[src/design/p2re_pkg.sv]
// Shared types, constants and codes for the packed 2-bit-per-pixel raster op engine.
// Used by the channel interfaces, the controller, the datapath and the top level.
// No dependencies.
`default_nettype none

package p2re_pkg;

   // Frame store geometry.
   localparam int STORE_BYTES = 65536;
   localparam int ADDR_W      = $clog2(STORE_BYTES);

   // Field and datapath widths.
   localparam int COORD_W  = 12;
   localparam int LEN_W    = 13;
   localparam int STRIDE_W = 11;
   localparam int CNT_W    = 13;
   localparam int PROD_W   = 24;
   localparam int LAST_W   = 25;

   // Register port.
   localparam int CSR_ADDR_W = 3;
   localparam int CSR_DATA_W = 32;
   localparam logic CSR_IDX_ROW_STRIDE = 1'b0;
   localparam logic [STRIDE_W-1:0] STRIDE_RESET = 11'd160;

   typedef enum logic [1:0] {
      OPC_READ  = 2'd0,
      OPC_DRAW  = 2'd1,
      OPC_HSPAN = 2'd2,
      OPC_VSPAN = 2'd3
   } p2re_opcode_type;

   typedef enum logic [1:0] {
      ROP_WRITE = 2'd0,
      ROP_XOR   = 2'd1,
      ROP_OR    = 2'd2,
      ROP_AND   = 2'd3
   } p2re_rop_type;

   typedef enum logic [2:0] {
      ST_IDLE,
      ST_MUL_BASE,
      ST_MUL_SPAN,
      ST_CHECK,
      ST_DISPATCH,
      ST_READ,
      ST_WRITE,
      ST_DONE
   } p2re_state_type;

   // One input item as held inside the block.
   typedef struct packed {
      p2re_opcode_type    opcode;
      logic [COORD_W-1:0] pos_x;
      logic [COORD_W-1:0] pos_y;
      logic [LEN_W-1:0]   span_length;
      logic [1:0]         pixel_color;
      p2re_rop_type       raster_op;
   } p2re_item_type;

   // Commands from the controller to the datapath.
   typedef struct packed {
      logic load_item;
      logic mul_base;
      logic mul_span;
      logic check;
      logic mem_read;
      logic mem_write;
      logic load_out;
   } p2re_cmd_type;

   // Status from the datapath to the controller.
   typedef struct packed {
      p2re_opcode_type opcode;
      logic            bypass;
      logic            last_byte;
   } p2re_status_type;

endpackage

`default_nettype wire

[src/design/p2re_ctrl.sv]
// Controller state machine: sequences multiply, range check and per-byte read-modify-write.
// Depends on p2re_pkg for the state, command and status types.
`default_nettype none

module p2re_ctrl import p2re_pkg::*; (
   input  logic            clock,
   input  logic            reset,
   input  logic            req_valid,
   output logic            req_ready,
   output logic            rsp_valid,
   input  logic            rsp_ready,
   output p2re_cmd_type    cmd,
   input  p2re_status_type status
);

   p2re_state_type state_ff, state_in;
   logic           out_valid_ff, out_valid_in;

   // State and result-valid registers.
   always_ff @(posedge clock) begin
      if (reset) begin
         state_ff     <= ST_IDLE;
         out_valid_ff <= 1'b0;
      end else begin
         state_ff     <= state_in;
         out_valid_ff <= out_valid_in;
      end
   end

   // Command outputs.
   always_comb begin
      cmd           = '0;
      req_ready     = 1'b0;
      unique case (state_ff)
         ST_IDLE: begin
            req_ready     = 1'b1;
            cmd.load_item = req_valid;
         end
         ST_MUL_BASE: cmd.mul_base  = 1'b1;
         ST_MUL_SPAN: cmd.mul_span  = 1'b1;
         ST_CHECK:    cmd.check     = 1'b1;
         ST_DISPATCH: ;
         ST_READ:     cmd.mem_read  = 1'b1;
         ST_WRITE:    cmd.mem_write = 1'b1;
         ST_DONE:     cmd.load_out  = !out_valid_ff || rsp_ready;
      endcase
   end

   // The result register frees as soon as the item is taken.
   always_comb begin
      priority if (cmd.load_out) begin
         out_valid_in = 1'b1;
      end else if (rsp_ready) begin
         out_valid_in = 1'b0;
      end else begin
         out_valid_in = out_valid_ff;
      end
   end

   assign rsp_valid = out_valid_ff;

   // Next state.
   always_comb begin
      state_in = state_ff;
      unique case (state_ff)
         ST_IDLE: begin
            if (req_valid) begin
               state_in = ST_MUL_BASE;
            end
         end
         ST_MUL_BASE: state_in = ST_MUL_SPAN;
         ST_MUL_SPAN: state_in = ST_CHECK;
         ST_CHECK:    state_in = ST_DISPATCH;
         ST_DISPATCH: state_in = status.bypass ? ST_DONE : ST_READ;
         ST_READ:     state_in = (status.opcode == OPC_READ) ? ST_DONE : ST_WRITE;
         ST_WRITE:    state_in = status.last_byte ? ST_DONE : ST_READ;
         ST_DONE: begin
            if (!out_valid_ff || rsp_ready) begin
               state_in = ST_IDLE;
            end
         end
      endcase
   end

`ifndef SYNTHESIS
   // A byte is never written for an item that was found out of range or skipped.
   a_no_write_on_bypass: assert property (@(posedge clock) disable iff (reset)
      state_ff == ST_WRITE |-> !status.bypass)
      else $error("write issued for a bypassed item");

   // A loaded result is presented on the next cycle.
   a_load_sets_valid: assert property (@(posedge clock) disable iff (reset)
      cmd.load_out |=> out_valid_ff)
      else $error("result loaded but not presented");

   // An offered item is taken from idle and starts the address multiply.
   a_accept_starts: assert property (@(posedge clock) disable iff (reset)
      state_ff == ST_IDLE && req_valid |=> state_ff == ST_MUL_BASE)
      else $error("accepted item did not start");
`endif

endmodule

`default_nettype wire

[config.mk]
export PLATFORM = sky130hd
export DESIGN_NAME = p2re_ctrl
export DESIGN_NICKNAME = d
export VERILOG_FILES = /design/src/design/p2re_pkg.sv /design/src/design/p2re_ctrl.sv
export SDC_FILE = /design/constraint.sdc
export NUM_CORES = 1
export LEC_CHECK = 0
export ABC_AREA = 1
export BUFFER_PORTS_ARGS = -buffer_cell sky130_fd_sc_hd__buf_2
export CORE_AREA = 2 2 39 41
export CTS_BUF_LIST = sky130_fd_sc_hd__clkbuf_4 sky130_fd_sc_hd__clkbuf_8
export CTS_CLUSTER_SIZE = 25
export DETAILED_ROUTE_END_ITERATION = 16
export DIE_AREA = 0 0 41 43
export PLACE_DENSITY = 0.51
export SLEW_MARGIN = 40
export SYNTH_ARGS = -nofsm -noshare
export SYNTH_HDL_FRONTEND = slang
export SYNTH_SLANG_ARGS = --single-unit
[constraint.sdc]
create_clock -name clock -period 2.7 [get_ports clock]
set_clock_uncertainty 0.15 [all_clocks]
set_input_delay 0.27 -clock clock [delete_from_list [all_inputs] [get_ports clock]]
set_output_delay 0.27 -clock clock [all_outputs]
set_load 0.01 [all_outputs]
### Word level (Yosys, flattened, before mapping)

Index checks and enable logic that the tools add are counted.

| word-level totals | value |
|---|---|
| bits in read-only memories | 0 |
| memory bits (writable) | 0 |
| register bits | 4 |
| latch bits | 0 |
| logic and storage cells | 33 |
| input port bits | 8 |
| memories | 0 |
| output and inout port bits | 9 |

| cells by class | value |
|---|---|
| shift-type cells | 0 |
| multipliers | 0 |
| magnitude comparators | 0 |
| equal/unequal tests | 9 |
| bitwise operators | 0 |
| mux-type cells | 16 |
| divide/modulo/power cells | 0 |
| $add $sub $neg | 0 |
| reduce and logical (&&, ||, !) cells | 6 |

Operators with widths:

| kind | number |
|---|---|
| $pmux W3 S8 | 1 |
| $eq A3 B3 Y1 const B | 4 |
| $mux W1 | 11 |
| $eq A3 B2 Y1 const B | 2 |
| $mux W3 | 2 |
| $mux W2 | 2 |
| $ne A2 B2 Y1 const B | 2 |
| $eq A3 B1 Y1 const B | 1 |
| $logic_not A3 Y1 | 1 |
| $logic_not A2 Y1 | 1 |
| $reduce_and A2 Y1 | 1 |
| $reduce_bool A2 Y1 | 1 |
| $logic_not A1 Y1 | 1 |
| $logic_or A1 B1 Y1 | 1 |

### Logic depth before layout (Yosys ltp)

Gate-level depths: netlist of run 1.

| logic depth | value |
|---|---|
| word-level depth | 4 |
| gate-level depth with buffers | 7 |
| depth with buffers taken out | 6 |

### Worst setup path after synthesis of run 1

OpenSTA, ideal clock, no wires.

| timing | value |
|---|---|
| path type | register to output |
| start | reg state_ff[0] |
| end | out cmd[0] (netlist bit) |
| data required time | 2,280 ps |
| arrival | 902 ps |
| path buffers | 2 |
| slack | 1,378 ps |
| cell stages (with the launch flop) | 5 |
| cell sequence | dfxtp_1 > clkbuf_2 > nand2_2 > nor3_1 > buf_4 |

RTL lines:

| what | line | RTL |
|---|---|---|
| start: declaration | p2re_ctrl.sv:16 | `p2re_state_type state_ff, state_in;` |
| start signal: assignment | p2re_ctrl.sv:25 | `state_ff <= state_in;` |
| end: declaration | p2re_ctrl.sv:12 | `output p2re_cmd_type cmd,` |

==> results.ini, run 1 <==
[cts]
root_buffer=clkbuf_4
holdBufCountCts=0
cts_inserted_buffers=3
cts_htree_levels=1
cts_resized=0
cts_setup_buffers=0
clock_path_buffers=2
clk_latency_ns=0.23
clk_pin_slew_ns=0.04
cts_sinks=4
cts_tree=done

[cells_and_area]
ff_latch_area_um2=80.1
multi_input_area_um2=144
drive_gt1_share_pct=32.8
mostFrequentLayoutCells=buf_2 (16), inv_1 (9), nor2_1 (9), nand2_1 (9), nor3_1 (5)
n_fill_cell=170
final_nets=74
final_common_cell=buf_2
area_growth_pct=36.9
diodes=0

[floorplan]
ios=17
rows=14
core_area_um2=1380
die_w_um=41
fp.dieArea_um2=1760
start_util_pct=20.1
die_y_um=43

[timing]
period_minus_slack_ns=1.74
slew_headroom_pct=79.2
fin_setup_tns_ns=0
worst_pin_slew_ns=0.312
fin_crit_sh_pct=64.3
hold_viol=0
rsz0062_at_grt=false
setup_viol=0
max_freq_mhz=576
maxSlewViolCount=0

[global_route]
grt_max_degree=11
first_global_vias=249
antenna_found_initial=0
grt.total_usage_pct=8.22
grt_pass1_wl_um=972
grt_overflow=0

[routing]
ant_nets=0
drt_iter0_markers=3
wl_um=627
drt_first_pass_iters=2
wire_per_inst_um=7.84
vias=324
drc=0
via_per_inst=4.05

[min_path]
hold_start=reset
hp-class=in -> reg

[status]
status=completed

[logic_synthesis]
yosysSeqAreaShare_pct=28.8
netlist_instances=48
synthesis.area_um2=278
syn_area_per_cell_um2=5.79
ys_ff_latch=4
ys_types=13
syn_nets=56
ys_warn_count=0

[worst_setup_path]
crit_start=state_ff[2]
worstSetupPathType=reg -> out
r2r-start=state_ff[2]
cp_max_fo=10
cp-end-kind=output pin
critPathRequiredTime_ns=2.28
cp.arrival_ns=1.32
cp-start-kind=flip-flop

[power_and_ir_drop]
power.density_nw_per_um2=563
leakage_nw=0.223
power_w=0.000214
peakVddDrop_mv=0.176

[placed_design]
port_buffers=16
hpwlAfterDp_um=525
gp_congestion=0.684

[flow_run]
maxCapViolCount=0

## final timing paths
check | to | slack, ns | cells after the start
max | cmd[0] | 0.96 | 3
min | state_ff[1] | 0.17 | 4
max reg2reg | state_ff[0] | 1.44 | 6
min reg2reg | state_ff[0] | 0.45 | 3
## state kept, by name, indices dropped and copies added (netlist names)
| register | cells |
|---|---|
| rsp_valid | 1 |
| state_ff | 3 |
## critical path, stage by stage, from the launching register on
cell	delay (ns)
dfxtp_1	0.49
inv_1	0.15
nor3_1	0.26
buf_2	0.18
## through the flow
step                      utilization [%]  area (µm²)  hold WS [ns]  setup slack [ns]  cells
after CTS                            27.5         380         0.159             0.941     80
final                                27.5         380         0.165             0.964     80
after floorplan                         -         278         0.294              1.38     48
after global placement               25.9         358         0.413              1.25     77
after global routing                 27.5         380         0.206             0.871     80
after detailed placement             25.9         358         0.410              1.20     77
## report_power, final
| group | internal, W | switching [W] | leakage, nW | total (W) |
|---|---|---|---|---|
| Clock | 0.0000497 | 0.0000237 | 0.0138 | 0.0000733 |
| Sequential | 0.0000657 | 0.0000123 | 0.0329 | 0.0000780 |
| Combinational | 0.0000263 | 0.0000364 | 0.177 | 0.0000627 |
| Total | 0.000142 | 0.0000724 | 0.223 | 0.000214 |
## synthesized netlist by cell type, drive strengths merged
library cell | count | area [µm²]
o21a | 1 | 7.51
nand3 | 3 | 15.0
nor2 | 10 | 40.0
o21ai | 2 | 10.0
nand4 | 1 | 6.26
nor3 | 5 | 25.0
nand2 | 10 | 40.0
buf | 2 | 15.0
dfxtp | 4 | 80.1
clkbuf | 1 | 5.00
inv | 9 | 33.8
## per-layer routing
metal,track usage [%],wire length [µm],vias to the layer above
met5,0,0,-
met4,2.00,0,0
met3,4.71,43,0
met2,10.9,292,8
met1,11.2,290,137
li1,-,-,179
## kinds of logic after synthesis
kind of cell / Yosys count / synth area share [%]
AND/OR/NAND/NOR: 29 / 45.5
buffers and inverters: 12 / 19.4
flip-flops: 4 / 28.8
AO/OA/AOI/OAI: 3 / 6.31
## layout make-up
type,instances,area share [%]
Multi-Input combinational cell,32,37.8
Sequential cell,4,21.1
Timing Repair Buffer,16,21.1
Inverter,9,8.88
Clock buffer,3,5.92
Tap cell,16,5.26
Power figures use the tool's default switching activity.
==> inputs of run 2 (changes only) <==
Clock period 2.7 ns to 1.65 ns, I/O delays scaled along.
==> results.ini, run 2 (synthesis gave the netlist of run 1 again) <==
[status]
status=completed

[floorplan]
ios=17
die_y_um=43
rows=14
die_w_um=41
core_area_um2=1380
fp.dieArea_um2=1760
start_util_pct=20.1

[global_route]
antenna_found_initial=0
grt_overflow=0
grt.total_usage_pct=9.13
first_global_vias=260
grt_pass1_wl_mm=1.04
grt_max_degree=11

[timing]
maxSlewViolCount=0
max_freq_mhz=678
holdWs_ns=0.0642
slew_headroom_pct=83.3
rsz0062_at_grt=false
fin_crit_sh_pct=89.4
hold_viol=0
period_minus_slack_ns=1.48
setup_viol=0
fin_setup_tns_ns=0
worst_pin_slew_ns=0.250

[worst_setup_path]
cp_max_fo=8
reg2reg_slack_ns=0.49
cp_num_buf_inv=1
cp.arrival_ns=1.16
cp-start-kind=flip-flop
rr_worst_depth=6
cp-end-kind=output pin
slowest_stage=dfxtp_1
r2r_end=state_ff[1]
critPathRequiredTime_ns=1.33
cp_slowest_stage_delay_ns=0.45
worstSetupPathType=reg -> out
crit_chain=nand2_2, nor3_2, buf_2
r2r-start=state_ff[0]
worst_path_dominant_cell_family=flip-flops

[cts]
clock_path_buffers=2
cts_htree_levels=1
clk_pin_slew_ns=0.04
cts_tree=done
cts_inserted_buffers=3
cts_setup_buffers=0
clk_latency_ns=0.24
cts_sinks=4
root_buffer=clkbuf_4
cts_resized=0
holdBufCountCts=0

[routing]
vias=321
drt_first_pass_iters=4
wire_per_inst_um=8.20
ant_nets=0
drt_iter0_markers=9
via_per_inst=4.01
wl_um=656
drc=0

[power_and_ir_drop]
peakVddDrop_mv=0.347
power.density_nw_per_um2=926
leakage_nw=0.224

[placed_design]
gp_congestion=0.685
hpwlAfterDp_um=519
port_buffers=16

[cells_and_area]
regMostFlops=state_ff
drive_gt1_share_pct=35.9
final_nets=74
area_growth_pct=39.2
mostFrequentLayoutCells=buf_2 (16), inv_1 (9), nor2_1 (9), nand2_1 (9), nor3_1 (4)
diodes=0
largest_reg_flops=3
final_common_cell=buf_2

[min_path]
hp-class=in -> reg
hold_start=reset
min_to=state_ff[1]
hold_depth=4

[flow_run]
maxCapViolCount=0

## run 2: cell count changes in the layout (fill, tap and decap cells not counted)
cell,previous run,this run
dfxtp_1,4,3
dfxtp_2,0,1
nor3_1,5,4
nor3_2,0,1
## run 2: how the worst max path moves through the flow
stage                startpoint  slack, ns  endpoint  cells past startpoint
floorplan           state_ff[0]       0.43    cmd[0]                      4
global placement    state_ff[2]       0.31    cmd[0]                      3
detailed placement  state_ff[2]       0.27    cmd[0]                      3
CTS                 state_ff[2]      0.003    cmd[0]                      3
global route        state_ff[0]       0.08    cmd[0]                      3
finish              state_ff[0]       0.17    cmd[0]                      3
## run 2: layout make-up
class / instances / area [µm²]
Fill cell: 165 / 997
Multi-Input combinational cell: 32 / 149
Sequential cell: 4 / 81.3
Timing Repair Buffer: 16 / 80.1
Inverter: 9 / 33.8
Clock buffer: 3 / 22.5
Tap cell: 16 / 20.0
## run 2: stage by stage
stage	util (%)	worst slack, ns	std cells	cell area (µm²)	total power, W
after floorplan	-	0.433	48	278	0.000199
after global placement	25.9	0.306	77	358	0.000232
after detailed placement	25.9	0.268	77	358	0.000232
after CTS	27.5	0.00286	80	380	0.000363
after global routing	27.9	0.0837	80	387	0.000383
final	27.9	0.174	80	387	0.000358
## run 2: report_power, final
part | total (W) | internal (W) | switching [W]
Clock | 0.000126 | 0.0000817 | 0.0000448
Combinational | 0.000104 | 0.0000433 | 0.0000607
Sequential | 0.000128 | 0.000108 | 0.0000196
Total | 0.000358 | 0.000233 | 0.000125
## run 2: layer usage
layer	part of all wire (%)	vias to the layer above	global-route usage, %	wire, µm
met5	0	-	0	0
li1	-	178	-	-
met4	2.4	0	6.00	16
met3	8.8	2	4.71	58
met1	43	130	12.2	280
met2	46	11	10.9	302
## run 2: worst min-delay path: stages
cell	delay (ns)
buf_2	0.07
inv_1	0.07
nand2_1	0.07
inv_1	0.03
==> inputs of run 3 (changes only) <==
Settings changed: PLACE_DENSITY 0.51 to 0.5.
==> results.ini, run 3 (synthesis gave the netlist of run 1 again) <==
[worst_setup_path]
worstSetupPathType=reg -> out
cp.arrival_ns=1.23
cp-start-kind=flip-flop
critPathRequiredTime_ns=1.33
cp_num_buf_inv=1
worst_path_dominant_cell_family=flip-flops
cp-end-kind=output pin
cp_max_fo=7
cp_slowest_stage_delay_ns=0.43
slowest_stage=dfxtp_1
rr_worst_depth=3
cp.depth=3
crit_chain=nand2_2, nor3_1, buf_2

[status]
status=completed

[global_route]
grt_max_degree=11
grt_pass1_wl_um=986
grt.total_usage_pct=8.62
antenna_found_initial=0
grt_overflow=0
first_global_vias=256

[power_and_ir_drop]
p_int_w=0.000233
seqPwrFrac_pct=36.6
combPwrFrac_pct=29.5
power.switching_w=0.000118
netSwitchingFraction_pct=33.6
leakage_nw=0.224
pwr-share-clk_pct=33.8
peakVddDrop_mv=0.461
power.density_nw_per_um2=918
power_w=0.000351

[routing]
wire_per_inst_um=8.26
via_per_inst=3.80
wl_um=661
ant_nets=0
drt_iter0_markers=6
drc=0
drt_first_pass_iters=4
vias=304

[placed_design]
port_buffers=16
hpwlAfterDp_um=531
gp_congestion=0.688

[min_path]
hold_depth=4
hp-class=in -> reg

[floorplan]
start_util_pct=20.1
rows=14
die_w_um=41
die_y_um=43
fp.dieArea_um2=1760
ios=17
core_area_um2=1380

[cells_and_area]
largest_reg_flops=3
mostFrequentLayoutCells=buf_2 (16), inv_1 (9), nor2_1 (9), nand2_1 (9), nor3_1 (5)
area_growth_pct=37.8
final_common_cell=buf_2
diodes=0
utilization_pct=27.7
drive_gt1_share_pct=35.9
final_nets=74
regMostFlops=state_ff

[cts]
cts_sinks=4
cts_setup_buffers=0
cts_htree_levels=1
clk_latency_ns=0.23
cts_inserted_buffers=3
clock_path_buffers=2
clk_pin_slew_ns=0.04
cts_tree=done
root_buffer=clkbuf_4

[timing]
max_freq_mhz=647
setup_viol=0
fin_crit_sh_pct=93.7
fin_setup_tns_ns=0
hold_viol=0
period_minus_slack_ns=1.55
maxSlewViolCount=0
rsz0062_at_grt=false
holdWs_ns=0.0631
worst_pin_slew_ns=0.254
slew_headroom_pct=82.9

[flow_run]
maxCapViolCount=0

==> run 3: cell types whose count changed in the layout (fill, tap and decap cells not counted) <==
cell and delta:
dfxtp_2 +1, nor3_1 +1, dfxtp_1 -1, nor3_2 -1
==> run 3: metal layers <==
layer | up-vias | GRT usage (%) | share of wire, % | routed length [µm]
met5 | - | 0 | 0 | 0
met4 | 0 | 2.00 | 0 | 0
met2 | 10 | 11.3 | 43 | 287
met3 | 0 | 7.85 | 7.1 | 47
met1 | 117 | 10.2 | 49 | 326
li1 | 177 | - | - | -
==> run 3: power groups by stage <==
stage | Sequential, W | Combinational (W) | Clock, W
6_report | 0.000129 | 0.000104 | 0.000119
5_1_grt | 0.000132 | 0.000119 | 0.000134
4_1_cts | 0.000128 | 0.000105 | 0.000124
3_5_place_dp | 0.000129 | 0.000104 | 0
3_3_place_gp | 0.000129 | 0.000103 | 0
2_1_floorplan | 0.000116 | 0.0000829 | 0
==> run 3: final timing paths <==
path	startpoint	end	slack, ns
max	state_ff[1]	cmd[0]	0.10
min	reset	state_ff[1]	0.06
max reg2reg	state_ff[1]	state_ff[2]	0.51
min reg2reg	state_ff[0]	state_ff[0]	0.41
==> run 3: worst register-to-register path: cells and delay by family, from the launching register on <==
family	cells	cell delay (ns)
AND/OR/NAND/NOR	3	0.44
flip-flops	1	0.43
==> run 3: stage by stage <==
stage / instances / setup slack (ns) / area [µm²]
final: 80 / 0.104 / 383
after global routing: 80 / 0.0140 / 383
after CTS: 80 / 0.0686 / 382
after detailed placement: 77 / 0.267 / 358
after global placement: 77 / 0.301 / 358
after floorplan: 48 / 0.433 / 278
==> run 3: area by class of cell <==
class / count / area [µm²]
well taps: 16 / 20.0
multi-input cells: 32 / 144
fillers: 166 / 1000
inverters: 9 / 33.8
flip-flops and latches: 4 / 82.6
repair buffers: 16 / 80.1
clock buffers: 3 / 22.5
==> run 3: timing repair <==
| action | 4_1_cts | 5_1_grt |
|---|---|---|
| gates resized for setup | 1 | 1 |
| hold buffers | 0 | 0 |
| endpoints found under the setup margin | 1 | 1 |
| pin swaps | 0 | 0 |
